`config.mk`:
```
export PLATFORM = sky130hd
export DESIGN_NAME = itf_datapath
export DESIGN_NICKNAME = d
export VERILOG_FILES = /design/src/sv/itf_pkg.sv /design/src/sv/itf_datapath.sv
export SDC_FILE = /design/constraint.sdc
export NUM_CORES = 1
export LEC_CHECK = 0
export ABC_AREA = 1
export ABC_CLOCK_PERIOD_IN_PS = 24400
export BUFFER_PORTS_ARGS = -buffer_cell sky130_fd_sc_hd__clkbuf_2
export CORE_MARGIN = 1
export CORE_UTILIZATION = 32
export CTS_BUF_LIST = sky130_fd_sc_hd__clkbuf_8
export DETAILED_ROUTE_END_ITERATION = 7
export HOLD_SLACK_MARGIN = 0.02
export PLACE_DENSITY_LB_ADDON = 0.05
export SLEW_MARGIN = 20
export SYNTH_ARGS = -nofsm -noshare
export SYNTH_HDL_FRONTEND = slang
export SYNTH_SLANG_ARGS = --single-unit
export TNS_END_PERCENT = 10
```
`constraint.sdc`:
```
create_clock -name clk -period 24.4 [get_ports clk]
set_clock_uncertainty 0.05 [all_clocks]
set_input_delay 4.88 -clock clk [delete_from_list [all_inputs] [get_ports clk]]
set_output_delay 4.88 -clock clk [all_outputs]
set_load 0.02 [all_outputs]
```
`src/sv/itf_pkg.sv`:
```
package itf_pkg;

	localparam int VALUE_W  = 32;
	localparam int RADIX_W  = 6;
	localparam int FWIDTH_W = 7;
	localparam int MDIG_W   = 6;
	localparam int FLAGS_W  = 7;
	localparam int CHAR_W   = 8;

	// format flag bit positions
	localparam int FL_ZERO  = 0;
	localparam int FL_SIGN  = 1;
	localparam int FL_PLUS  = 2;
	localparam int FL_SPACE = 3;
	localparam int FL_LEFT  = 4;
	localparam int FL_PREF  = 5;
	localparam int FL_LOWER = 6;

	localparam logic [RADIX_W-1:0] MIN_RADIX = 6'd2;
	localparam logic [RADIX_W-1:0] MAX_RADIX = 6'd36;
	localparam logic [RADIX_W-1:0] RADIX_OCT = 6'd8;
	localparam logic [RADIX_W-1:0] RADIX_HEX = 6'd16;
	// digit code whose glyph is the hex prefix letter
	localparam logic [RADIX_W-1:0] HEX_MARK  = 6'd33;

	// divider: quotient bits retired per cycle
	localparam int BITS_PER_STEP = 8;
	localparam int DIV_STEPS     = VALUE_W / BITS_PER_STEP;
	localparam int STEP_W        = $clog2(DIV_STEPS);

	localparam logic [CHAR_W-1:0] CH_NUL   = 8'h00;
	localparam logic [CHAR_W-1:0] CH_SPACE = 8'h20;
	localparam logic [CHAR_W-1:0] CH_PLUS  = 8'h2B;
	localparam logic [CHAR_W-1:0] CH_MINUS = 8'h2D;
	localparam logic [CHAR_W-1:0] CH_ZERO  = 8'h30;
	localparam logic [CHAR_W-1:0] CH_UC_A  = 8'h41;
	localparam logic [CHAR_W-1:0] CH_LC_A  = 8'h61;

	// text segments in output order
	typedef enum logic [2:0] {
		PH_LEAD,
		PH_SIGN,
		PH_PRE0,
		PH_PREX,
		PH_ZPAD,
		PH_PZERO,
		PH_DIGIT,
		PH_TRAIL
	} phase_t;

	localparam int NUM_PHASES = 8;

	typedef enum logic [2:0] {
		ST_IDLE,
		ST_CONV,
		ST_SIZE,
		ST_PICK,
		ST_EMIT,
		ST_ERR
	} state_t;

	typedef struct packed {
		logic   load;
		logic   div_step;
		logic   size;
		logic   emit;
		logic   err;
		logic   last;
		phase_t phase;
	} itf_cmd_t;

	typedef struct packed {
		logic                  bad;
		logic                  div_last;
		logic                  quo_zero;
		logic                  out_free;
		logic [NUM_PHASES-1:0] en;
		logic                  pad_one;
		logic                  zcnt_one;
		logic                  depth_one;
	} itf_stat_t;

	function automatic logic [CHAR_W-1:0] digit_char(logic [RADIX_W-1:0] d, logic lower);
		logic [CHAR_W-1:0] c;
		if (d < 6'd10) begin
			c = CH_ZERO + {2'b00, d};
		end else if (lower) begin
			c = CH_LC_A + {2'b00, d} - 8'd10;
		end else begin
			c = CH_UC_A + {2'b00, d} - 8'd10;
		end
		return c;
	endfunction

endpackage

```
`src/sv/itf_datapath.sv`:
```
module itf_datapath import itf_pkg::*; #(
	parameter int MAX_OUT     = 64,
	parameter int DIGIT_SLOTS = 32
) (
	input  logic                clk,
	input  logic                arst_n,
	input  logic [VALUE_W-1:0]  value,
	input  logic [RADIX_W-1:0]  radix,
	input  logic [FWIDTH_W-1:0] min_width,
	input  logic [MDIG_W-1:0]   min_digits,
	input  logic [FLAGS_W-1:0]  format_flags,
	input  itf_cmd_t            cmd,
	output itf_stat_t           stat,
	input  logic                out_ready,
	output logic                out_valid,
	output logic [CHAR_W-1:0]   text_char,
	output logic                last_char,
	output logic                bad_radix
);

	localparam int DEPTH_W = $clog2(DIGIT_SLOTS + 1);
	localparam logic [FWIDTH_W-1:0] WIDTH_CAP = FWIDTH_W'(MAX_OUT);
	localparam logic [MDIG_W-1:0]   PREC_CAP  = MDIG_W'(MAX_OUT - 3);
	localparam logic [DEPTH_W-1:0]  DEPTH_ONE = DEPTH_W'(1);
	localparam logic [STEP_W-1:0]   STEP_LAST = STEP_W'(DIV_STEPS - 1);
	localparam logic [STEP_W-1:0]   STEP_ONE  = STEP_W'(1);

	// captured word
	logic [RADIX_W-1:0]  base_q;
	logic [FWIDTH_W-1:0] width_q;
	logic [MDIG_W-1:0]   prec_q;
	logic                zero_q, left_q, pref_q, lower_q, has_sign_q;
	logic [CHAR_W-1:0]   sign_char_q;
	logic                bad_q;

	// divider
	logic [VALUE_W-1:0]  div_q;
	logic [RADIX_W-1:0]  rem_q;
	logic [STEP_W-1:0]   step_q;
	logic [VALUE_W-1:0]  div_n;
	logic [RADIX_W-1:0]  rem_n;
	logic [RADIX_W:0]    trial;

	// digit stack, top at entry 0
	logic [RADIX_W-1:0]  stk_q [DIGIT_SLOTS];
	logic [DEPTH_W-1:0]  depth_q;

	// segment counters
	logic [FWIDTH_W-1:0]   pad_q;
	logic [MDIG_W-1:0]     zcnt_q;
	logic [NUM_PHASES-1:0] en_q;

	logic                out_valid_q;
	logic [CHAR_W-1:0]   char_q;
	logic                last_q, bad_out_q;

	// load-side logic
	logic                neg_in, left_in;
	logic [VALUE_W-1:0]  mag_in;
	logic [CHAR_W-1:0]   sign_in;
	logic                has_sign_in;

	// sizing logic
	logic [MDIG_W-1:0]     nd;
	logic [MDIG_W-1:0]     prec_eff, zc_n;
	logic [1:0]            pref_len;
	logic [FWIDTH_W-1:0]   content, pad_n;
	logic [NUM_PHASES-1:0] en_n;

	logic [CHAR_W-1:0]   char_n;
	logic                div_last;
	logic                push, pop;

	always_comb begin
		neg_in  = format_flags[FL_SIGN] & value[VALUE_W-1];
		mag_in  = neg_in ? (VALUE_W'(0) - value) : value;
		left_in = format_flags[FL_LEFT];
		has_sign_in = 1'b1;
		if (neg_in) begin
			sign_in = CH_MINUS;
		end else if (format_flags[FL_PLUS]) begin
			sign_in = CH_PLUS;
		end else if (format_flags[FL_SPACE]) begin
			sign_in = CH_SPACE;
		end else begin
			sign_in     = CH_NUL;
			has_sign_in = 1'b0;
		end
	end

	// restoring division, BITS_PER_STEP quotient bits per cycle
	always_comb begin
		rem_n = rem_q;
		div_n = div_q;
		trial = '0;
		for (int i = 0; i < BITS_PER_STEP; i++) begin
			trial = {rem_n, div_n[VALUE_W-1]};
			div_n = {div_n[VALUE_W-2:0], 1'b0};
			if (trial >= {1'b0, base_q}) begin
				rem_n    = RADIX_W'(trial - {1'b0, base_q});
				div_n[0] = 1'b1;
			end else begin
				rem_n = trial[RADIX_W-1:0];
			end
		end
	end

	assign div_last = (step_q == STEP_LAST);
	assign push     = cmd.div_step & div_last;
	assign pop      = cmd.emit & ~cmd.err & (cmd.phase == PH_DIGIT);

	always_comb begin
		nd       = MDIG_W'(depth_q);
		prec_eff = (prec_q > nd) ? prec_q : nd;
		zc_n     = (prec_q > nd) ? (prec_q - nd) : '0;
		if (pref_q && (base_q == RADIX_HEX)) begin
			pref_len = 2'd2;
		end else if (pref_q && (base_q == RADIX_OCT)) begin
			pref_len = 2'd1;
		end else begin
			pref_len = 2'd0;
		end
		content = FWIDTH_W'(has_sign_q) + FWIDTH_W'(pref_len) + FWIDTH_W'(prec_eff);
		pad_n   = (width_q > content) ? (width_q - content) : '0;
		en_n           = '0;
		en_n[PH_LEAD]  = ~zero_q & ~left_q & (pad_n != '0);
		en_n[PH_SIGN]  = has_sign_q;
		en_n[PH_PRE0]  = pref_len != 2'd0;
		en_n[PH_PREX]  = pref_len == 2'd2;
		en_n[PH_ZPAD]  = zero_q & (pad_n != '0);
		en_n[PH_PZERO] = zc_n != '0;
		en_n[PH_DIGIT] = 1'b1;
		en_n[PH_TRAIL] = left_q & (pad_n != '0);
	end

	always_comb begin
		case (cmd.phase)
			PH_LEAD:  char_n = CH_SPACE;
			PH_SIGN:  char_n = sign_char_q;
			PH_PRE0:  char_n = CH_ZERO;
			PH_PREX:  char_n = digit_char(HEX_MARK, lower_q);
			PH_ZPAD:  char_n = CH_ZERO;
			PH_PZERO: char_n = CH_ZERO;
			PH_DIGIT: char_n = digit_char(stk_q[0], lower_q);
			PH_TRAIL: char_n = CH_SPACE;
			default:  char_n = CH_SPACE;
		endcase
		if (cmd.err) begin
			char_n = CH_NUL;
		end
	end

	// captured word and divider payload
	always_ff @(posedge clk) begin
		if (cmd.load) begin
			base_q      <= radix;
			width_q     <= (min_width > WIDTH_CAP) ? WIDTH_CAP : min_width;
			prec_q      <= (min_digits > PREC_CAP) ? PREC_CAP : min_digits;
			left_q      <= left_in;
			zero_q      <= format_flags[FL_ZERO] & ~left_in;
			pref_q      <= format_flags[FL_PREF];
			lower_q     <= format_flags[FL_LOWER];
			has_sign_q  <= has_sign_in;
			sign_char_q <= sign_in;
			div_q       <= mag_in;
		end else if (cmd.div_step) begin
			div_q <= div_n;
		end
	end

	always_ff @(posedge clk) begin
		if (push) begin
			stk_q[0] <= rem_n;
			for (int i = 1; i < DIGIT_SLOTS; i++) begin
				stk_q[i] <= stk_q[i-1];
			end
		end else if (pop) begin
			for (int i = 0; i < DIGIT_SLOTS - 1; i++) begin
				stk_q[i] <= stk_q[i+1];
			end
		end
	end

	always_ff @(posedge clk or negedge arst_n) begin
		if (!arst_n) begin
			bad_q   <= 1'b0;
			rem_q   <= '0;
			step_q  <= '0;
			depth_q <= '0;
			pad_q   <= '0;
			zcnt_q  <= '0;
			en_q    <= '0;
		end else begin
			if (cmd.load) begin
				bad_q   <= (radix < MIN_RADIX) || (radix > MAX_RADIX);
				rem_q   <= '0;
				step_q  <= '0;
				depth_q <= '0;
			end else if (cmd.div_step) begin
				if (div_last) begin
					rem_q   <= '0;
					step_q  <= '0;
					depth_q <= depth_q + DEPTH_ONE;
				end else begin
					rem_q  <= rem_n;
					step_q <= step_q + STEP_ONE;
				end
			end else if (pop) begin
				depth_q <= depth_q - DEPTH_ONE;
			end

			if (cmd.size) begin
				pad_q  <= pad_n;
				zcnt_q <= zc_n;
				en_q   <= en_n;
			end else if (cmd.emit && !cmd.err) begin
				case (cmd.phase)
					PH_LEAD, PH_ZPAD, PH_TRAIL: pad_q  <= pad_q - FWIDTH_W'(1);
					PH_PZERO:                   zcnt_q <= zcnt_q - MDIG_W'(1);
					default:                    ;
				endcase
			end
		end
	end

	// output register
	always_ff @(posedge clk or negedge arst_n) begin
		if (!arst_n) begin
			out_valid_q <= 1'b0;
		end else if (cmd.emit) begin
			out_valid_q <= 1'b1;
		end else if (out_ready) begin
			out_valid_q <= 1'b0;
		end
	end

	always_ff @(posedge clk) begin
		if (cmd.emit) begin
			char_q    <= char_n;
			last_q    <= cmd.last;
			bad_out_q <= cmd.err;
		end
	end

	always_comb begin
		stat           = '0;
		stat.bad       = bad_q;
		stat.div_last  = div_last;
		stat.quo_zero  = (div_n == '0);
		stat.out_free  = ~out_valid_q | out_ready;
		stat.en        = en_q;
		stat.pad_one   = (pad_q == FWIDTH_W'(1));
		stat.zcnt_one  = (zcnt_q == MDIG_W'(1));
		stat.depth_one = (depth_q == DEPTH_ONE);
	end

	assign out_valid = out_valid_q;
	assign text_char = char_q;
	assign last_char = last_q;
	assign bad_radix = bad_out_q;

endmodule

```
# --- Word level (Yosys, flattened, before mapping) ---
# Memory sizes are Yosys's and may differ from the RTL's.
# Index checks and enable logic that the tools add are counted.
word_totals:
  ff_bits: 109
  ramBits: 192
  wordCells: 230
  input_bits: 70
  mem_bits_ro: 0
  n_memories: 1
  output_inout_bits: 26
  latchBits: 0
classes:
  bitwise_logic: 46
  n_reduce_logical: 23
  addsub: 23
  n_mux: 85
  n_mul: 0
  n_lt_le_gt_ge: 15
  div_mod_pow: 0
  n_eq_ne: 15
  shift: 0
memory_table:
  columns: ["name", "words", "word_bits", "read_ports", "rd_ports_with_merged_regs", "write_ports", "line_no", "text"]
  rows:
  - ["stk_q", 32, 6, 32, 0, 32, "itf_datapath.sv:45", "logic [RADIX_W-1:0] stk_q [DIGIT_SLOTS];"]
ops:
  columns: ["op", "n"]
  rows:
  - ["$mux 6", 53]
  - ["$mux 32", 3]
  - ["$ge 7x6->1", 8]
  - ["$sub 6x6->6", 9]
  - ["$pmux 8 s5", 1]
  - ["$logic_not 32->1", 1]
  - ["$or 1x1->1", 32]
  - ["$sub 1x32->32 const A", 1]
  - ["$mux 7", 4]
  - ["$mux 1", 17]
  - ["$add 7x6->8 const A", 2]
  - ["$mux 8", 2]
  - ["$sub 8x4->8 const B", 2]
  - ["$eq 3x3->1 const B", 4]
  - ["$eq 6x1->1 const B", 2]
  - ["$gt 6x6->1 const B", 2]
  - ["$reduce_bool 2->1", 6]
  - ["$sub 6x1->6 const B", 2]
  - ["$and 1x1->1", 9]
  - ["$mux 2", 4]
  - ["$add 3x6->7", 1]
  - ["$add 6x6->7 const A", 1]
  - ["$eq 7x1->1 const B", 1]
  - ["$gt 7x7->1", 1]
  - ["other kinds (27)", 39]

# --- Depth between registers and ports, before layout ---
logic_depth:
  word_depth: 19
  depth_mapped: 87

# --- Worst setup path before layout ---
# No wires, ideal clock.
synth_timing:
  path_type: "reg2out"
  from: "register base_q[1]"
  to: "output stat[12] (netlist bit)"
  path_stages_with_launch: 83
  arrival_ns: 12.788
  path_buffers: 3
  setup_slack_ns: 6.682
  path_cell_list: "edfxtp_1 > inv_1 > ha_1 > nand2_1 > inv_1 > nand2_1 > nand3_1 > nand2_2 > nand2_4 > o21ai_0 > ha_1 > nand3_1 > nand2_1 > nand2_1 > nand3_1 > nand2_1 > nand2_1 > nor2_2 > (+47 left out) > a21oi_1 > o21bai_1 > a221oi_1 > inv_1 > nor2_4 > nand3_1 > nand2_1 > inv_1 > ha_1 > a21oi_1 > o21ai_0 > a21oi_1 > nor2_1 > nor2_1 > nor2_1 > nor3_1 > nand3_4 > nor2_1"
synth_rtl:
  columns: ["item", "line_no", "text"]
  rows:
  - ["from (decl)", "itf_datapath.sv:29", "logic [RADIX_W-1:0] base_q;"]
  - ["from (signal assigned)", "itf_datapath.sv:156", "base_q <= radix;"]
  - ["to (decl)", "itf_datapath.sv:13", "output itf_stat_t stat,"]

==> impl_results.md <==
- Remaining DRCs: 0
- Total wire length: 41200 µm
- Number of DRC markers in iteration 0: 821
- Clock sink count: 298
- Core area: 52700 µm²
- Initial Util: 0.325
- Worst-Skew Late Latency: 0.65 ns
- Worst Max-Slew Pin Slew: 1.01 ns
- Vias per cell: 4.71
- Final-report hold violation count: 0
- Outcome: finished clean
- Async set-reset flop share out of synthesis: 0.124
- Multi-input gate area: 7280 µm²
- CTS clk-pin slew, worst paths: 0.07 ns
- GRT overflow: 0
- Pin count of the biggest net entering global routing: 101
- Bufs on Longest Clock Path: 3
- CTS buffer count: 56
- Die area: 54400 µm²
- Die X: 233 µm
- Most frequent cells in the layout: nand2_1, edfxtp_1, inv_1, o21ai_0, nor2_1
- Commonest non-fill, non-tap cell in the layout: nand2_1
- Number of global-route vias before repair: 12700
- Maximum Capacitance Violations: 0
- Total GRT Usage: 0.153
- Initial antenna violation count: 0
- Final Wtd Congestion: 0.838
- CTS Root Cell: clkbuf_8
- Post-CTS Setup Inserts: 0
- Ports: 96
- Pre-CTS WS: 4.58 ns
- Die Ht: 233 µm
- Worst hold-check path type: flip-flop to flip-flop
- Synth Warn #: 0
- Detailed Place HPWL: 28100 µm
- Hold Buf Count CTS: 0
- Reg2reg setup slack: 9.15 ns
- Via count: 13100
- # port buffers: 95
- Final period utilization: 0.842
- Rows: 84
- Crit path kind: flip-flop to output pin
- Critical Path Most Common Cell: nand2_1
- Average wire per standard cell: 14.8 µm
- Synth Flop Type: edfxtp_1
- Worst Path Required: 19.47 ns
- Unrepaired setup endpoints after global routing: false
- First-pass GRT wire length: 66600 µm
- Fraction of layout cells with a size suffix above 1: 0.109
- Relative slew slack: 0.317
- Storage element area: 8760 µm²
- Drt pass-1 iters: 5
- Setup_tns: 0 ns
- Worst-path cell with the longest stage delay: edfxtp_1
- Distinct cells, synth: 53
- Fmax: 48.7 MHz
- Antenna-violating nets left: 0
- Setup ws final: 3.85 ns
- Fillcell total: 5475
- Synthesized Nets: 2104
- Post_cts resized: 0
- Synthesized area per cell: 8.78 µm²
- Crit path time final: 20.55 ns
- Area of the mapped netlist: 17100 µm²
- Number of synthesized flops with an enable pin: 261
- Synthesis-to-finish area growth: 13.0%
- Sequential-to-total area share from yosys stat: 0.513
- Slew Limit Fails: 0
- Cells after Synth: 1947
- CTS tree: done
- Worst path max stage delay: 0.73 ns
- Startpoint types: flip-flop
- H-tree depth: 2
- Number of synthesized register bits: 298
- Arrival time at the worst endpoint: 15.62 ns
- CP Capture Type: output pin
- Setup violations, final: 0
- Worst Path Max Fanout: 11
- Layout Nets: 2203
-- synthesized netlist by cell type, types with 16 or more instances --
| library cell | instances | area [µm²] |
|---|---|---|
| ha_1 | 75 | 938 |
| nand4_1 | 16 | 100 |
| nor2_1 | 106 | 398 |
| nand2_1 | 663 | 2490 |
| nand3_1 | 72 | 360 |
| inv_1 | 205 | 769 |
| edfxtp_1 | 261 | 7840 |
| o21ai_0 | 158 | 791 |
| a21oi_1 | 56 | 280 |
| xnor2_1 | 30 | 263 |
| dfrtp_1 | 37 | 926 |
| nor3_1 | 29 | 145 |
| xor2_1 | 37 | 324 |
| clkbuf_1 | 56 | 210 |
-- per-stage QoR --
| stage | util | hold slack, ns | std cells | area, µm² |
|---|---|---|---|---|
| CTS | 0.367 | 0.402 | 2777 | 19300 |
| global placement | 0.347 | 0.383 | 2676 | 18300 |
| finish | 0.367 | 0.399 | 2778 | 19300 |
| detailed placement | 0.347 | 0.387 | 2676 | 18300 |
| global route | 0.367 | 0.415 | 2777 | 19300 |
| floorplan | - | 0.377 | 1947 | 17100 |
-- worst max-delay path: cells and delay by family, from the launching register on --
| kind | cells | cell delay, ns |
|---|---|---|
| AO/OA/AOI/OAI | 28 | 5.23 |
| AND/OR/NAND/NOR | 34 | 4.98 |
| adder cells (fa/ha/maj) | 8 | 2.70 |
| buffers and inverters | 11 | 1.26 |
| flip-flops | 1 | 0.73 |
-- final timing paths --
path                                        start                endpoint  cells past startpoint
max                           base_q[1]$_DFFE_PP_                stat[12]                     81
min                        stk_q[1][87]$_DFFE_PP_  stk_q[1][93]$_DFFE_PP_                      0
max reg2reg                   base_q[1]$_DFFE_PP_   stk_q[0][1]$_DFFE_PP_                     82
min reg2reg                stk_q[1][87]$_DFFE_PP_  stk_q[1][93]$_DFFE_PP_                      0
max in group asynchronous                  arst_n   zcnt_q[0]$_DFFE_PN0P_                      2
min in group asynchronous                  arst_n       bad_q$_DFFE_PN0P_                      2
-- cells by family (layout without fill, tap and decap cells) --
kind of cell,Yosys count,after routing,share of synthesized area
buffers and inverters,276,418,0.0626
adders and majority gates,87,87,0.0689
other,0,1,0
AOI/OAI and AO/OA,266,266,0.0852
xor gates and xnor gates,67,67,0.0343
and+or+nand+nor,953,953,0.236
DFF,298,298,0.513
-- area by class of cell --
type,count,area share
Sequential cell,298,0.454
Multi-Input combinational cell,1373,0.377
Tap cell,688,0.0446
Inverter,210,0.0409
Clock buffer,57,0.0406
Timing Repair Buffer,107,0.0293
Clock inverter,44,0.0141
Antenna cell,1,0.000130
-- flip-flops by register name, indices dropped and copies added (netlist names) --
register     flops
bad_q            1
bad_radix        1
base_q           6
depth_q          6
div_q           32
en_q             8
has_sign_q       1
last_char        1
left_q           1
lower_q          1
out_valid        1
pad_q            7
prec_q           6
pref_q           1
rem_q            6
sign_char_q      3
step_q           2
stk_q          192
text_char        8
width_q          7
zcnt_q           6
zero_q           1
-- routing by layer --
metal	global-route usage	share of wire	vias up
met4	0.0396	0.020	0
li1	-	-	6668
met1	0.220	0.51	6140
met3	0.0292	0.042	67
met5	0	0	-
met2	0.233	0.43	211
Power is not shown: default switching activity piles up to over one toggle a cycle in this logic, so the estimate is an artifact.
