==> src/sv/itf_pkg.sv <==
package itf_pkg;

	localparam int VALUE_W  = 32;
	localparam int RADIX_W  = 6;
	localparam int FWIDTH_W = 7;
	localparam int MDIG_W   = 6;
	localparam int FLAGS_W  = 7;
	localparam int CHAR_W   = 8;

	// format flag bit positions
	localparam int FL_ZERO  = 0;
	localparam int FL_SIGN  = 1;
	localparam int FL_PLUS  = 2;
	localparam int FL_SPACE = 3;
	localparam int FL_LEFT  = 4;
	localparam int FL_PREF  = 5;
	localparam int FL_LOWER = 6;

	localparam logic [RADIX_W-1:0] MIN_RADIX = 6'd2;
	localparam logic [RADIX_W-1:0] MAX_RADIX = 6'd36;
	localparam logic [RADIX_W-1:0] RADIX_OCT = 6'd8;
	localparam logic [RADIX_W-1:0] RADIX_HEX = 6'd16;
	// digit code whose glyph is the hex prefix letter
	localparam logic [RADIX_W-1:0] HEX_MARK  = 6'd33;

	// divider: quotient bits retired per cycle
	localparam int BITS_PER_STEP = 8;
	localparam int DIV_STEPS     = VALUE_W / BITS_PER_STEP;
	localparam int STEP_W        = $clog2(DIV_STEPS);

	localparam logic [CHAR_W-1:0] CH_NUL   = 8'h00;
	localparam logic [CHAR_W-1:0] CH_SPACE = 8'h20;
	localparam logic [CHAR_W-1:0] CH_PLUS  = 8'h2B;
	localparam logic [CHAR_W-1:0] CH_MINUS = 8'h2D;
	localparam logic [CHAR_W-1:0] CH_ZERO  = 8'h30;
	localparam logic [CHAR_W-1:0] CH_UC_A  = 8'h41;
	localparam logic [CHAR_W-1:0] CH_LC_A  = 8'h61;

	// text segments in output order
	typedef enum logic [2:0] {
		PH_LEAD,
		PH_SIGN,
		PH_PRE0,
		PH_PREX,
		PH_ZPAD,
		PH_PZERO,
		PH_DIGIT,
		PH_TRAIL
	} phase_t;

	localparam int NUM_PHASES = 8;

	typedef enum logic [2:0] {
		ST_IDLE,
		ST_CONV,
		ST_SIZE,
		ST_PICK,
		ST_EMIT,
		ST_ERR
	} state_t;

	typedef struct packed {
		logic   load;
		logic   div_step;
		logic   size;
		logic   emit;
		logic   err;
		logic   last;
		phase_t phase;
	} itf_cmd_t;

	typedef struct packed {
		logic                  bad;
		logic                  div_last;
		logic                  quo_zero;
		logic                  out_free;
		logic [NUM_PHASES-1:0] en;
		logic                  pad_one;
		logic                  zcnt_one;
		logic                  depth_one;
	} itf_stat_t;

	function automatic logic [CHAR_W-1:0] digit_char(logic [RADIX_W-1:0] d, logic lower);
		logic [CHAR_W-1:0] c;
		if (d < 6'd10) begin
			c = CH_ZERO + {2'b00, d};
		end else if (lower) begin
			c = CH_LC_A + {2'b00, d} - 8'd10;
		end else begin
			c = CH_UC_A + {2'b00, d} - 8'd10;
		end
		return c;
	endfunction

endpackage

==> src/sv/itf_ctrl.sv <==
module itf_ctrl import itf_pkg::*; (
	input  logic      clk,
	input  logic      arst_n,
	input  logic      in_valid,
	output logic      in_ready,
	input  itf_stat_t stat,
	output itf_cmd_t  cmd
);

	state_t state_q, state_d;
	phase_t phase_q, phase_d;
	logic       seg_end;
	logic [3:0] from_idx;
	logic [3:0] nxt;

	// lowest enabled segment at or above p, 8 when none
	function automatic logic [3:0] first_from(logic [NUM_PHASES-1:0] en, logic [3:0] p);
		logic [3:0] r;
		r = 4'd8;
		for (int i = NUM_PHASES - 1; i >= 0; i--) begin
			if (en[i] && (4'(i) >= p)) begin
				r = 4'(i);
			end
		end
		return r;
	endfunction

	always_ff @(posedge clk or negedge arst_n) begin
		if (!arst_n) begin
			state_q <= ST_IDLE;
			phase_q <= PH_LEAD;
		end else begin
			state_q <= state_d;
			phase_q <= phase_d;
		end
	end

	always_comb begin
		state_d   = state_q;
		phase_d   = phase_q;
		cmd       = '0;
		cmd.phase = phase_q;
		in_ready  = 1'b0;

		case (phase_q)
			PH_LEAD, PH_ZPAD, PH_TRAIL: seg_end = stat.pad_one;
			PH_PZERO:                   seg_end = stat.zcnt_one;
			PH_DIGIT:                   seg_end = stat.depth_one;
			default:                    seg_end = 1'b1;
		endcase

		from_idx = (state_q == ST_PICK) ? 4'd0 : ({1'b0, phase_q} + 4'd1);
		nxt      = first_from(stat.en, from_idx);

		case (state_q)
			ST_IDLE: begin
				in_ready = 1'b1;
				if (in_valid) begin
					cmd.load = 1'b1;
					state_d  = ST_CONV;
				end
			end
			ST_CONV: begin
				if (stat.bad) begin
					state_d = ST_ERR;
				end else begin
					cmd.div_step = 1'b1;
					if (stat.div_last && stat.quo_zero) begin
						state_d = ST_SIZE;
					end
				end
			end
			ST_SIZE: begin
				cmd.size = 1'b1;
				state_d  = ST_PICK;
			end
			ST_PICK: begin
				// the digit segment is always enabled
				phase_d = phase_t'(nxt[2:0]);
				state_d = ST_EMIT;
			end
			ST_EMIT: begin
				if (stat.out_free) begin
					cmd.emit = 1'b1;
					if (seg_end) begin
						if (nxt[3]) begin
							cmd.last = 1'b1;
							state_d  = ST_IDLE;
						end else begin
							phase_d = phase_t'(nxt[2:0]);
						end
					end
				end
			end
			ST_ERR: begin
				if (stat.out_free) begin
					cmd.emit = 1'b1;
					cmd.err  = 1'b1;
					cmd.last = 1'b1;
					state_d  = ST_IDLE;
				end
			end
			default: begin
				state_d = ST_IDLE;
			end
		endcase
	end

endmodule

==> config.mk <==
export PLATFORM = sky130hd
export DESIGN_NAME = itf_ctrl
export DESIGN_NICKNAME = d
export VERILOG_FILES = /design/src/sv/itf_pkg.sv /design/src/sv/itf_ctrl.sv
export SDC_FILE = /design/constraint.sdc
export NUM_CORES = 1
export LEC_CHECK = 0
export BUFFER_PORTS_ARGS = -buffer_cell sky130_fd_sc_hd__buf_2
export CAP_MARGIN = 15
export CORE_UTILIZATION = 40
export CTS_BUF_LIST = sky130_fd_sc_hd__clkbuf_8
export DETAILED_ROUTE_END_ITERATION = 8
export GPL_ROUTABILITY_DRIVEN = 0
export PLACE_DENSITY = 0.66
export SLEW_MARGIN = 20
export SYNTH_ARGS = -nofsm -noshare
export SYNTH_HDL_FRONTEND = slang
export SYNTH_SLANG_ARGS = --single-unit
==> constraint.sdc <==
create_clock -name clk -period 6.79 [get_ports clk]
set_input_delay 0.3395 -clock clk [delete_from_list [all_inputs] [get_ports clk]]
set_output_delay 0.3395 -clock clk [all_outputs]
set_load 0.01 [all_outputs]
=== Yosys cells after proc, flatten, opt, wreduce, memory -nomap -nowiden ===
Cells that the tools add are included.
W data, S select, Z words.

* Bits in registers: 6
* Bits of input ports: 18
* Logic and storage cells: 78

* $add $sub $neg: 1
* Magnitude comparators: 8
* Equal/unequal tests: 16
* Mux-type cells: 36
* Reduce and logical (&&, ||, !) cells: 15

{| class="wikitable"
|+ Operators with widths
! kind !! number
|-
| $mux W4 || 9
|-
| $mux W3 || 11
|-
| $eq A3 B3 Y1 const B || 6
|-
| $pmux W3 S6 || 1
|-
| $ge A3 B4 Y1 const A || 4
|-
| $ne A2 B2 Y1 const B || 6
|-
| $mux W1 || 11
|-
| $logic_and A1 B1 Y1 || 9
|-
| $ge A1 B4 Y1 const A || 2
|-
| $ge A2 B4 Y1 const A || 2
|-
| $eq A3 B2 Y1 const B || 2
|-
| $logic_not A3 Y1 || 2
|-
| $pmux W3 S2 || 1
|-
| $reduce_and A6 Y1 || 1
|-
| $add A3 B1 Y4 const B || 1
|-
| $pmux W1 S2 || 2
|-
| $reduce_and A4 Y1 || 1
|-
| $eq A3 B1 Y1 const B || 1
|-
| $ne A3 B3 Y1 const B || 1
|-
| $pmux W1 S3 || 1
|-
| $reduce_or A3 Y1 || 1
|-
| $reduce_bool A2 Y1 || 1
|}

=== Logic depth before layout (Yosys ltp) ===
Gate-level depths: netlist of run 1.

* Depth after elaboration: 16
* Mapped depth: 9
* Depth with buffers taken out: 8

=== Least setup slack after synthesis of run 1 ===
No wires, ideal clock.

* Kind: reg2out
* Start: register phase_q[0]
* End: output port cmd[3] in the netlist's numbering
* Arrival: 2.056 ns
* Data required time: 6.451 ns
* Slack: 4.394 ns
* Stages on the path, launching flop included: 9
* Buffers on the path: 1
* Cell sequence: dfrtp_1 -> buf_2 -> inv_1 -> ha_1 -> o21ai_1 -> mux2_2 -> a21oi_1 -> or4_1 -> o31ai_1

{| class="wikitable"
|+ RTL lines
! element !! RTL line !! text
|-
| start: declaration || itf_ctrl.sv:11 || <nowiki>phase_t phase_q, phase_d;</nowiki>
|-
| start signal: assignment || itf_ctrl.sv:34 || <nowiki>phase_q <= phase_d;</nowiki>
|-
| end: declaration || itf_ctrl.sv:7 || <nowiki>output itf_cmd_t cmd</nowiki>
|}

==> results.toml, run 1 <==
[logic_synthesis]
synth_top_cell_area_share_pct = 19.8
synth.avg_cell_area_um2 = 7.98
asyncSetResetFlopFracSynth_pct = 100
ys_seq_area_share_pct = 19.8
ys_types = 46
yosysWarnings = 0
synthTopCellsByArea = "dfrtp_1, ha_1, a21oi_1, mux2_1, nand2_1"
synth_edf_count = 0
postSynthCellCount = 95
synth_seq_cells = 6
post_synth_instance_area_um2 = 758
syn_nets = 118
ys.flop_type = "dfrtp_1"
yosysTopAreaCell = "dfrtp_1"

[cells_and_area]
fill_cells = 181
layout-drive-gt1-share_pct = 32.2
regArea_um2 = 150
multi_input_area_um2 = 557
fin_nets = 146
diodes = 0
area_growth_pct = 24.9

[floorplan]
fp.coreArea_mm2 = 0.00175
rows = 15
die_w_um = 45.5
start_util_pct = 43.4
num_io_pins = 28
die_area_mm2 = 0.00207
die_y_um = 45.5

[outcome]
status = "completed"

[timing]
rsz0062_at_grt = "false"
setup_viol = 0
worst_pin_slew_ps = 436
hold_viol = 0
max_freq_ghz = 0.359
relSlewSlack_pct = 70.9
fin_crit_sh_pct = 41.0
whs_ps = 463
fin_crit_ps = 2790
tns_ps = 0
skew_ps = 1.32
slew_viol_final = 0

[global_route]
grt_first_pass_wirelength_um = 2840
track_usage_pct = 18.4
grt_pass1_vias = 660
antenna_found_initial = 0
grt_max_degree = 16
overflow = 0

[setup_path]
cp_cell_sequence = "inv_1 > ha_1 > o21ai_1 > mux2_2 > a21oi_1 > or4_1 > o31ai_1 > buf_2"
worstPathRequired_ps = 6450
crit_path_end_kind = "primary output"
cp.arrival_ps = 2450
path_delay_family = "flip-flops"
critPathKind = "reg -> out"
cp_slowest_stage_delay_ps = 600
critPathMaxFanout = 15
slowest_stage = "dfrtp_1"
cp_num_buf_inv = 2
start_kind = "flip-flop"

[routing]
detail_route.wl_per_cell_um = 11.7
drt_iter0_drc = 32
ant_nets = 0
drt-pass1-iter-count = 4
routed_wl_um = 1710
viasPerCell = 5.55
drc = 0
vias = 810

[run]
max-cap-violations = 0

[worst_hold_path]
hold_path_class = "in -> async"

[cts]
cts_resized = 0
cts_tree = "built"
clock-sinks = 6
path_clk_slew_ps = 30
clockBufferDepth = 2
clock_latency_ps = 220
htreeDepth = 1
numCtsBuffers = 3
root_buffer = "clkbuf_8"
post-cts-setup-buffer-count = 0

[placement]
dp_hpwl_um = 1390
io_buffers = 27

[pwr]
power_leakage_nw = 0.460
vdd_ir_drop_max_v = 0.000213
power.density_mw_per_mm2 = 484
-- per-layer routing --
layer / vias up / global-route usage, % / wire length [um]
met2: 21 / 26.3 / 779
met1: 370 / 28.6 / 848
met4: 0 / 6.67 / 13
li1: 417 / - / -
met5: - / 0 / 0
met3: 2 / 1.19 / 69
-- final cells by class --
type                    count  share of cell area (%)
clock buffers               3                    4.36
inverters                   6                    2.38
repair buffers             28                    15.3
multi-input cells          78                    58.8
flip-flops and latches      6                    15.9
well taps                  25                    3.30
-- state kept, by name (all words and copies together), names as in the netlist --
name     cells
phase_q      3
state_q      3
-- kinds of logic after synthesis --
family                   count (synthesis)  share of synthesized area, %
AO/OA/AOI/OAI                           35                          35.2
AND/OR/NAND/NOR                         34                          24.1
buffers and inverters                   11                          6.77
flip-flops                               6                          19.8
adder cells (fa/ha/maj)                  5                          8.25
multiplexers                             4                          5.94
-- final timing paths --
| path | start | to | slack [ps] | depth (start not counted) |
|---|---|---|---|---|
| max reg2reg | phase_q[0] | phase_q[1] | 4300 | 8 |
| min reg2reg | phase_q[2] | phase_q[2] | 650 | 1 |
| min | arst_n | phase_q[2] | 460 | 2 |
| max in group asynchronous | arst_n | state_q[1] | 6190 | 2 |
| min in group clk | stat[14] | state_q[2] | 480 | 3 |
| max | phase_q[0] | cmd[3] | 4000 | 8 |
-- cell usage in the layout (no fill, tap or decap), types with 2 or more instances in the layout --
| cell type | synthesis | final |
|---|---|---|
| a21oi_1 | 8 | 8 |
| nor2_1 | 7 | 7 |
| ha_1 | 5 | 5 |
| or4_1 | 2 | 2 |
| o21ai_2 | 2 | 2 |
| o22ai_1 | 2 | 2 |
| nand2_1 | 8 | 8 |
| nor3_1 | 4 | 4 |
| clkbuf_8 | 0 | 3 |
| dfrtp_1 | 6 | 6 |
| nand2b_1 | 3 | 3 |
| o32ai_1 | 2 | 2 |
| mux2_1 | 3 | 3 |
| buf_2 | 2 | 27 |
| inv_1 | 6 | 6 |
| o21ai_0 | 3 | 3 |
-- timing repair --
item | 4_1_cts | 5_1_grt
endpoints found under the hold margin | 6 | 0
setup endpoints to repair | 0 | 0
hold buffers | 1 | 0
-- report_power, final --
part | switching, mW | internal [mW] | total (mW)
sequential | 0.0430 | 0.0532 | 0.0962
clock | 0.0136 | 0.0379 | 0.0515
combinational | 0.163 | 0.147 | 0.310
-- per-stage QoR --
step           area, um2  util, %  instances  power [mW]  setup slack (ps)
2_1_floorplan        758        -         95       0.334              4390
5_1_grt              947     54.3        146       0.508              3820
4_1_cts              947     54.3        146       0.459              4010
3_3_place_gp         896     51.3        142       0.406              4230
6_report             947     54.3        146       0.458              4000
3_5_place_dp         896     51.3        142       0.405              4240
-- synth_stat cells, types with 3 or more instances --
cell      count
nand2_1       8
inv_1         6
o21ai_0       3
nand2b_1      3
nor2_1        7
nor3_1        4
a21oi_1       8
dfrtp_1       6
mux2_1        3
ha_1          5
No activity file was read; power rests on OpenSTA's default activity.
==> run 2, diff against run 1 <==
--- a/config.mk
+++ b/config.mk
@@ -5,13 +5,14 @@
 export SDC_FILE = /design/constraint.sdc
 export NUM_CORES = 1
 export LEC_CHECK = 0
+export ABC_AREA = 1
 export BUFFER_PORTS_ARGS = -buffer_cell sky130_fd_sc_hd__buf_2
 export CAP_MARGIN = 15
 export CORE_UTILIZATION = 40
 export CTS_BUF_LIST = sky130_fd_sc_hd__clkbuf_8
 export DETAILED_ROUTE_END_ITERATION = 8
 export GPL_ROUTABILITY_DRIVEN = 0
-export PLACE_DENSITY = 0.66
+export PLACE_DENSITY = 0.68
 export SLEW_MARGIN = 20
 export SYNTH_ARGS = -nofsm -noshare
 export SYNTH_HDL_FRONTEND = slang
==> constraint.sdc (replaced) <==
create_clock -name clk -period 2.9 [get_ports clk]
set_input_delay 0.145 -clock clk [delete_from_list [all_inputs] [get_ports clk]]
set_output_delay 0.145 -clock clk [all_outputs]
set_load 0.01 [all_outputs]
==> results.toml, run 2 <==
[setup_path]
path_delay_family = "adder cells"
cp_num_buf_inv = 2
crit_path_end_kind = "primary output"
cp.arrival_ps = 2040
cp_slowest_stage_delay_ps = 440
critPathMaxFanout = 7
start_kind = "flip-flop"
critPathKind = "reg -> out"
slowest_stage = "dfrtp_1"
critPathMostFrequentCell = "nand2_1"
cp_cell_sequence = "ha_1 > ha_1 > inv_1 > nand2_1 > nand2_2 > nand3_1 > nand2_1 > nor2_1 > nand2_1 > o21bai_1 > buf_2"
worstPathRequired_ps = 2760

[logic_synthesis]
asyncSetResetFlopFracSynth_pct = 100
yosysWarnings = 0
yosys.cell_count.top_type = "nand2_1"
ys.flop_type = "dfrtp_1"
post_synth_instance_area_um2 = 674
ys_types = 21
ys_seq_area_share_pct = 22.3
postSynthCellCount = 110
syn_nets = 133
synth_top_cell_area_share_pct = 22.3
synth.avg_cell_area_um2 = 6.13
yosysTopAreaCell = "dfrtp_1"
ys_top_cells_by_count = "nand2_1, nor2_1, inv_1, nand3_1"
synth_seq_cells = 6
synthTopCellsByArea = "dfrtp_1, nand2_1, ha_1, nand3_1, nor2_1"
synth_edf_count = 0

[routing]
drt-pass1-iter-count = 4
detail_route.wl_per_cell_um = 10.2
drt_iter0_drc = 7
vias = 776
drc = 0
viasPerCell = 5.01
routed_wl_um = 1590
ant_nets = 0

[floorplan]
die_w_um = 43.1
start_util_pct = 43.8
num_io_pins = 28
rows = 14
die_area_mm2 = 0.00185
die_y_um = 43.1
fp.coreArea_mm2 = 0.00154

[cells_and_area]
area_growth_pct = 28.4
fill_cells = 167
largest_registers = "phase_q (3), state_q (3)"
diodes = 0
fin_nets = 164
fin_cells = 155
final_cell_mix = "nand2_1, buf_2, nor2_1"
layout-drive-gt1-share_pct = 25.2
final_common_cell = "nand2_1"
final_core_util_pct = 56.2

[cts]
cts_resized = 0
numCtsBuffers = 3
path_clk_slew_ps = 30
htreeDepth = 1
clockBufferDepth = 2
clock-sinks = 6
root_buffer = "clkbuf_8"
clock_latency_ps = 220
cts_tree = "built"

[pwr]
vdd_ir_drop_max_v = 0.000425
power.density_mw_per_mm2 = 1030
power_leakage_nw = 0.508

[timing]
setup_viol = 0
worst_pin_slew_ps = 333
hold_viol = 0
max_freq_ghz = 0.457
tns_ps = 0
rsz0062_at_grt = "false"
slew_viol_final = 0
relSlewSlack_pct = 77.8
skew_ps = 1.19
layout_setup_ws_ps = 711
whs_ps = 196
fin_crit_ps = 2190
fin_crit_sh_pct = 75.5

[placement]
place_ws_ps = 882
dp_cells = 151
io_buffers = 27
dp_hpwl_um = 1320

[global_route]
track_usage_pct = 18.7
grt_first_pass_wirelength_um = 2690
antenna_found_initial = 0
grt_max_degree = 10
overflow = 0
grt_pass1_vias = 671

[worst_hold_path]
hold_path_class = "in -> reg"

[outcome]
status = "completed"

[run]
max-cap-violations = 0
-- run 2: cell count changes after synthesis, sizes merged, moves of 3 or more --
cell | previous run | this run
mux2 | 4 | 0
inv | 6 | 12
nand3 | 1 | 12
nand2b | 3 | 0
nor2 | 8 | 12
nand2 | 8 | 40
a21oi | 8 | 2
-- run 2: report_power, final --
part	total (mW)	switching [mW]	internal, mW
registers	0.205	0.0822	0.123
logic	0.564	0.345	0.218
clock network	0.120	0.0312	0.0887
total	0.889	0.459	0.430
-- run 2: worst paths after layout --
| path | startpoint | slack (ps) | end | cells after the start |
|---|---|---|---|---|
| max in group asynchronous | arst_n | 2480 | state_q[2] | 2 |
| min in group asynchronous | arst_n | 280 | phase_q[1] | 2 |
| setup reg to reg | phase_q[0] | 880 | phase_q[1] | 13 |
| setup / recovery | phase_q[0] | 710 | cmd[3] | 11 |
| hold reg to reg | phase_q[0] | 610 | phase_q[0] | 2 |
| hold / removal | stat[14] | 200 | state_q[2] | 3 |
-- run 2: logic make-up (layout without fill, tap and decap cells) --
logic type / count (synthesis) / count (layout) / share of synthesized area, %
DFF: 6 / 6 / 22.3
adders and majority gates: 5 / 5 / 9.28
buffers and inverters: 14 / 43 / 8.90
AOI/OAI and AO/OA: 13 / 13 / 11.3
and+or+nand+nor: 72 / 72 / 48.2
-- run 2: what timing repair did --
action / in CTS / in global routing
endpoints found under the hold margin: 6 / 0
hold buffers: 1 / 0
buffers inserted: 0 / 0
-- run 2: through the flow --
| stage | instance area [um2] | power [mW] |
|---|---|---|
| after floorplan | 674 | 0.630 |
| after global placement | 815 | 0.761 |
| after detailed placement | 815 | 0.769 |
| after CTS | 866 | 0.894 |
| after global routing | 866 | 1.00 |
| final | 866 | 0.889 |
-- run 2: final cells by class --
class                           instances  area [um2]  area share (%)
Clock buffer                            3        41.3            4.77
Inverter                               12        45.0            5.20
Multi-Input combinational cell         90         464            53.6
Sequential cell                         6         150            17.3
Tap cell                               16        20.0            2.31
Timing Repair Buffer                   28         145            16.8
-- run 2: worst min-delay path, stage by stage --
cell and delay, ps:
buf_2 110, a21oi_1 60, nand2_1 60
-- run 2: layer usage --
metal	global-route usage, %	share of wire [%]	vias up
met3	3.83	4.0	0
met5	0	0	-
li1	-	-	420
met2	31.5	45	17
met1	25.4	50	339
met4	1.82	0	0
==> run 3, diff against run 2 <==
--- a/config.mk
+++ b/config.mk
@@ -12,7 +12,7 @@
 export CTS_BUF_LIST = sky130_fd_sc_hd__clkbuf_8
 export DETAILED_ROUTE_END_ITERATION = 8
 export GPL_ROUTABILITY_DRIVEN = 0
-export PLACE_DENSITY = 0.68
+export PLACE_DENSITY = 0.7
 export SLEW_MARGIN = 20
 export SYNTH_ARGS = -nofsm -noshare
 export SYNTH_HDL_FRONTEND = slang
==> constraint.sdc (replaced) <==
create_clock -name clk -period 1.85 [get_ports clk]
set_input_delay 0.0925 -clock clk [delete_from_list [all_inputs] [get_ports clk]]
set_output_delay 0.0925 -clock clk [all_outputs]
set_load 0.01 [all_outputs]
==> results.toml, run 3 (synthesized netlist as in run 2, its figures left out) <==
[routing]
detail_route.wl_per_cell_um = 12.6
drt-pass1-iter-count = 4
drt_iter0_drc = 21
met2_length_um = 1120
dr_wl_met3_um = 84
wl_met1_um = 918
drc = 0
ant_nets = 0
routed_wl_um = 2140
viasPerCell = 5.32
vias = 899
dr.max_layer_used = "met4"

[cells_and_area]
final_core_util_pct = 72.1
area_growth_pct = 64.8
layout-drive-gt1-share_pct = 49.0
final_common_cell = "nand2_1"
diodes = 0
largest_registers = "phase_q (3), state_q (3)"
fill_cells = 130
fin_nets = 177
final_cell_mix = "nand2_1, buf_2, buf_4"

[cts]
clock_latency_ps = 220
path_clk_slew_ps = 40
cts_tree = "built"
clockBufferDepth = 2
htreeDepth = 1
root_buffer = "clkbuf_8"
numCtsBuffers = 3
clock-sinks = 6

[setup_path]
cp.arrival_ps = 2200
worstPathRequired_ps = 1990
crit_path_end_kind = "flip-flop"
start_kind = "flip-flop"
critPathMaxFanout = 6
critPathKind = "reg -> reg"

[floorplan]
fp.coreArea_mm2 = 0.00154
die_y_um = 43.1
num_io_pins = 28
start_util_pct = 43.8
die_w_um = 43.1
die_area_mm2 = 0.00185
rows = 14

[timing]
relSlewSlack_pct = 77.8
setup_viol = 7
max_freq_ghz = 0.484
fin_crit_ps = 2060
layout_setup_ws_ps = -215
fin_crit_sh_pct = 112
hold_viol = 0
tns_ps = -1080
skew_ps = 4.28
slew_viol_final = 0
worst_pin_slew_ps = 331
rsz0062_at_grt = "true"

[pwr]
vdd_ir_drop_max_v = 0.000840
power_leakage_nw = 0.587
power.density_mw_per_mm2 = 1770

[run]
max-cap-violations = 0

[global_route]
antenna_found_initial = 0
grt_pass1_vias = 783
grt_first_pass_wirelength_um = 3130
grt_max_degree = 10
track_usage_pct = 22.2
overflow = 0

[worst_hold_path]
hold_path_class = "in -> reg"

[placement]
io_buffers = 27
dp_hpwl_um = 1430

[outcome]
status = "complete, but fails checks"
violations = "negative setup slack"
run 3: cell types whose count changed in the layout (fill, tap and decap cells not counted), sizes merged:
cell / before / now
inv: 12 / 13
buf: 27 / 40
run 3: layout make-up:
| type | count | area (um2) | share of cell area [%] |
|---|---|---|---|
| Timing Repair Buffer | 41 | 246 | 22.2 |
| Inverter | 12 | 45.0 | 4.05 |
| Clock inverter | 1 | 3.75 | 0.338 |
| Tap cell | 16 | 20.0 | 1.80 |
| Clock buffer | 3 | 41.3 | 3.72 |
| Multi-Input combinational cell | 90 | 602 | 54.2 |
| Sequential cell | 6 | 153 | 13.7 |
run 3: critical path, stage by stage (launching register included):
cell and delay, ps:
dfrtp_2 430, ha_4 170, ha_4 270, inv_2 50, nand2_4 80, nand2_4 90
nand3_4 100, nand2_4 60, nor2_4 120, nand2_2 70, buf_6 110, nand2_2 60
nand2_1 60, nand2_2 120, nand2_1 80, o21ai_1 80
run 3: worst paths after layout:
path,depth (start not counted),slack [ps],end,startpoint
worst max register to register,15,-210,phase_q[0],phase_q[0]
worst min-delay path,3,150,state_q[2],stat[14]
min in group asynchronous,2,220,phase_q[2],arst_n
worst max-delay path,15,-210,phase_q[0],phase_q[0]
max in group asynchronous,2,1480,phase_q[1],arst_n
worst min register to register,2,660,state_q[2],state_q[2]
run 3: stage by stage:
step / total power, mW / worst slack (ps) / hold slack, ps / area (um2) / instances
after floorplan: 0.991 / 3.76 / -203 / 678 / 110
after global placement: 1.29 / -40.3 / -85.0 / 878 / 159
after detailed placement: 1.32 / -120 / -81.9 / 878 / 159
after CTS: 1.68 / -146 / 145 / 1010 / 167
after global routing: 2.11 / -300 / 170 / 1110 / 169
final: 1.96 / -215 / 151 / 1110 / 169
run 3: layer usage:
metal | up-vias | global-route usage [%]
met5 | - | 0
met4 | 0 | 7.27
met3 | 2 | 1.28
met2 | 25 | 41.5
met1 | 422 | 26.6
li1 | 450 | -
run 3: power breakdown:
| group | internal (mW) | switching (mW) |
|---|---|---|
| combinational | 0.618 | 0.824 |
| sequential | 0.197 | 0.127 |
| clock | 0.142 | 0.0557 |
run 3: timing repair:
| action | 4_1_cts | 5_1_grt |
|---|---|---|
| pin swaps | 11 | 14 |
| hold buffers | 1 | 0 |
| endpoints found under the hold margin | 6 | 0 |
| setup endpoints to repair | 7 | 7 |
| setup buffers | 3 | 2 |
| gates resized for setup | 16 | 20 |
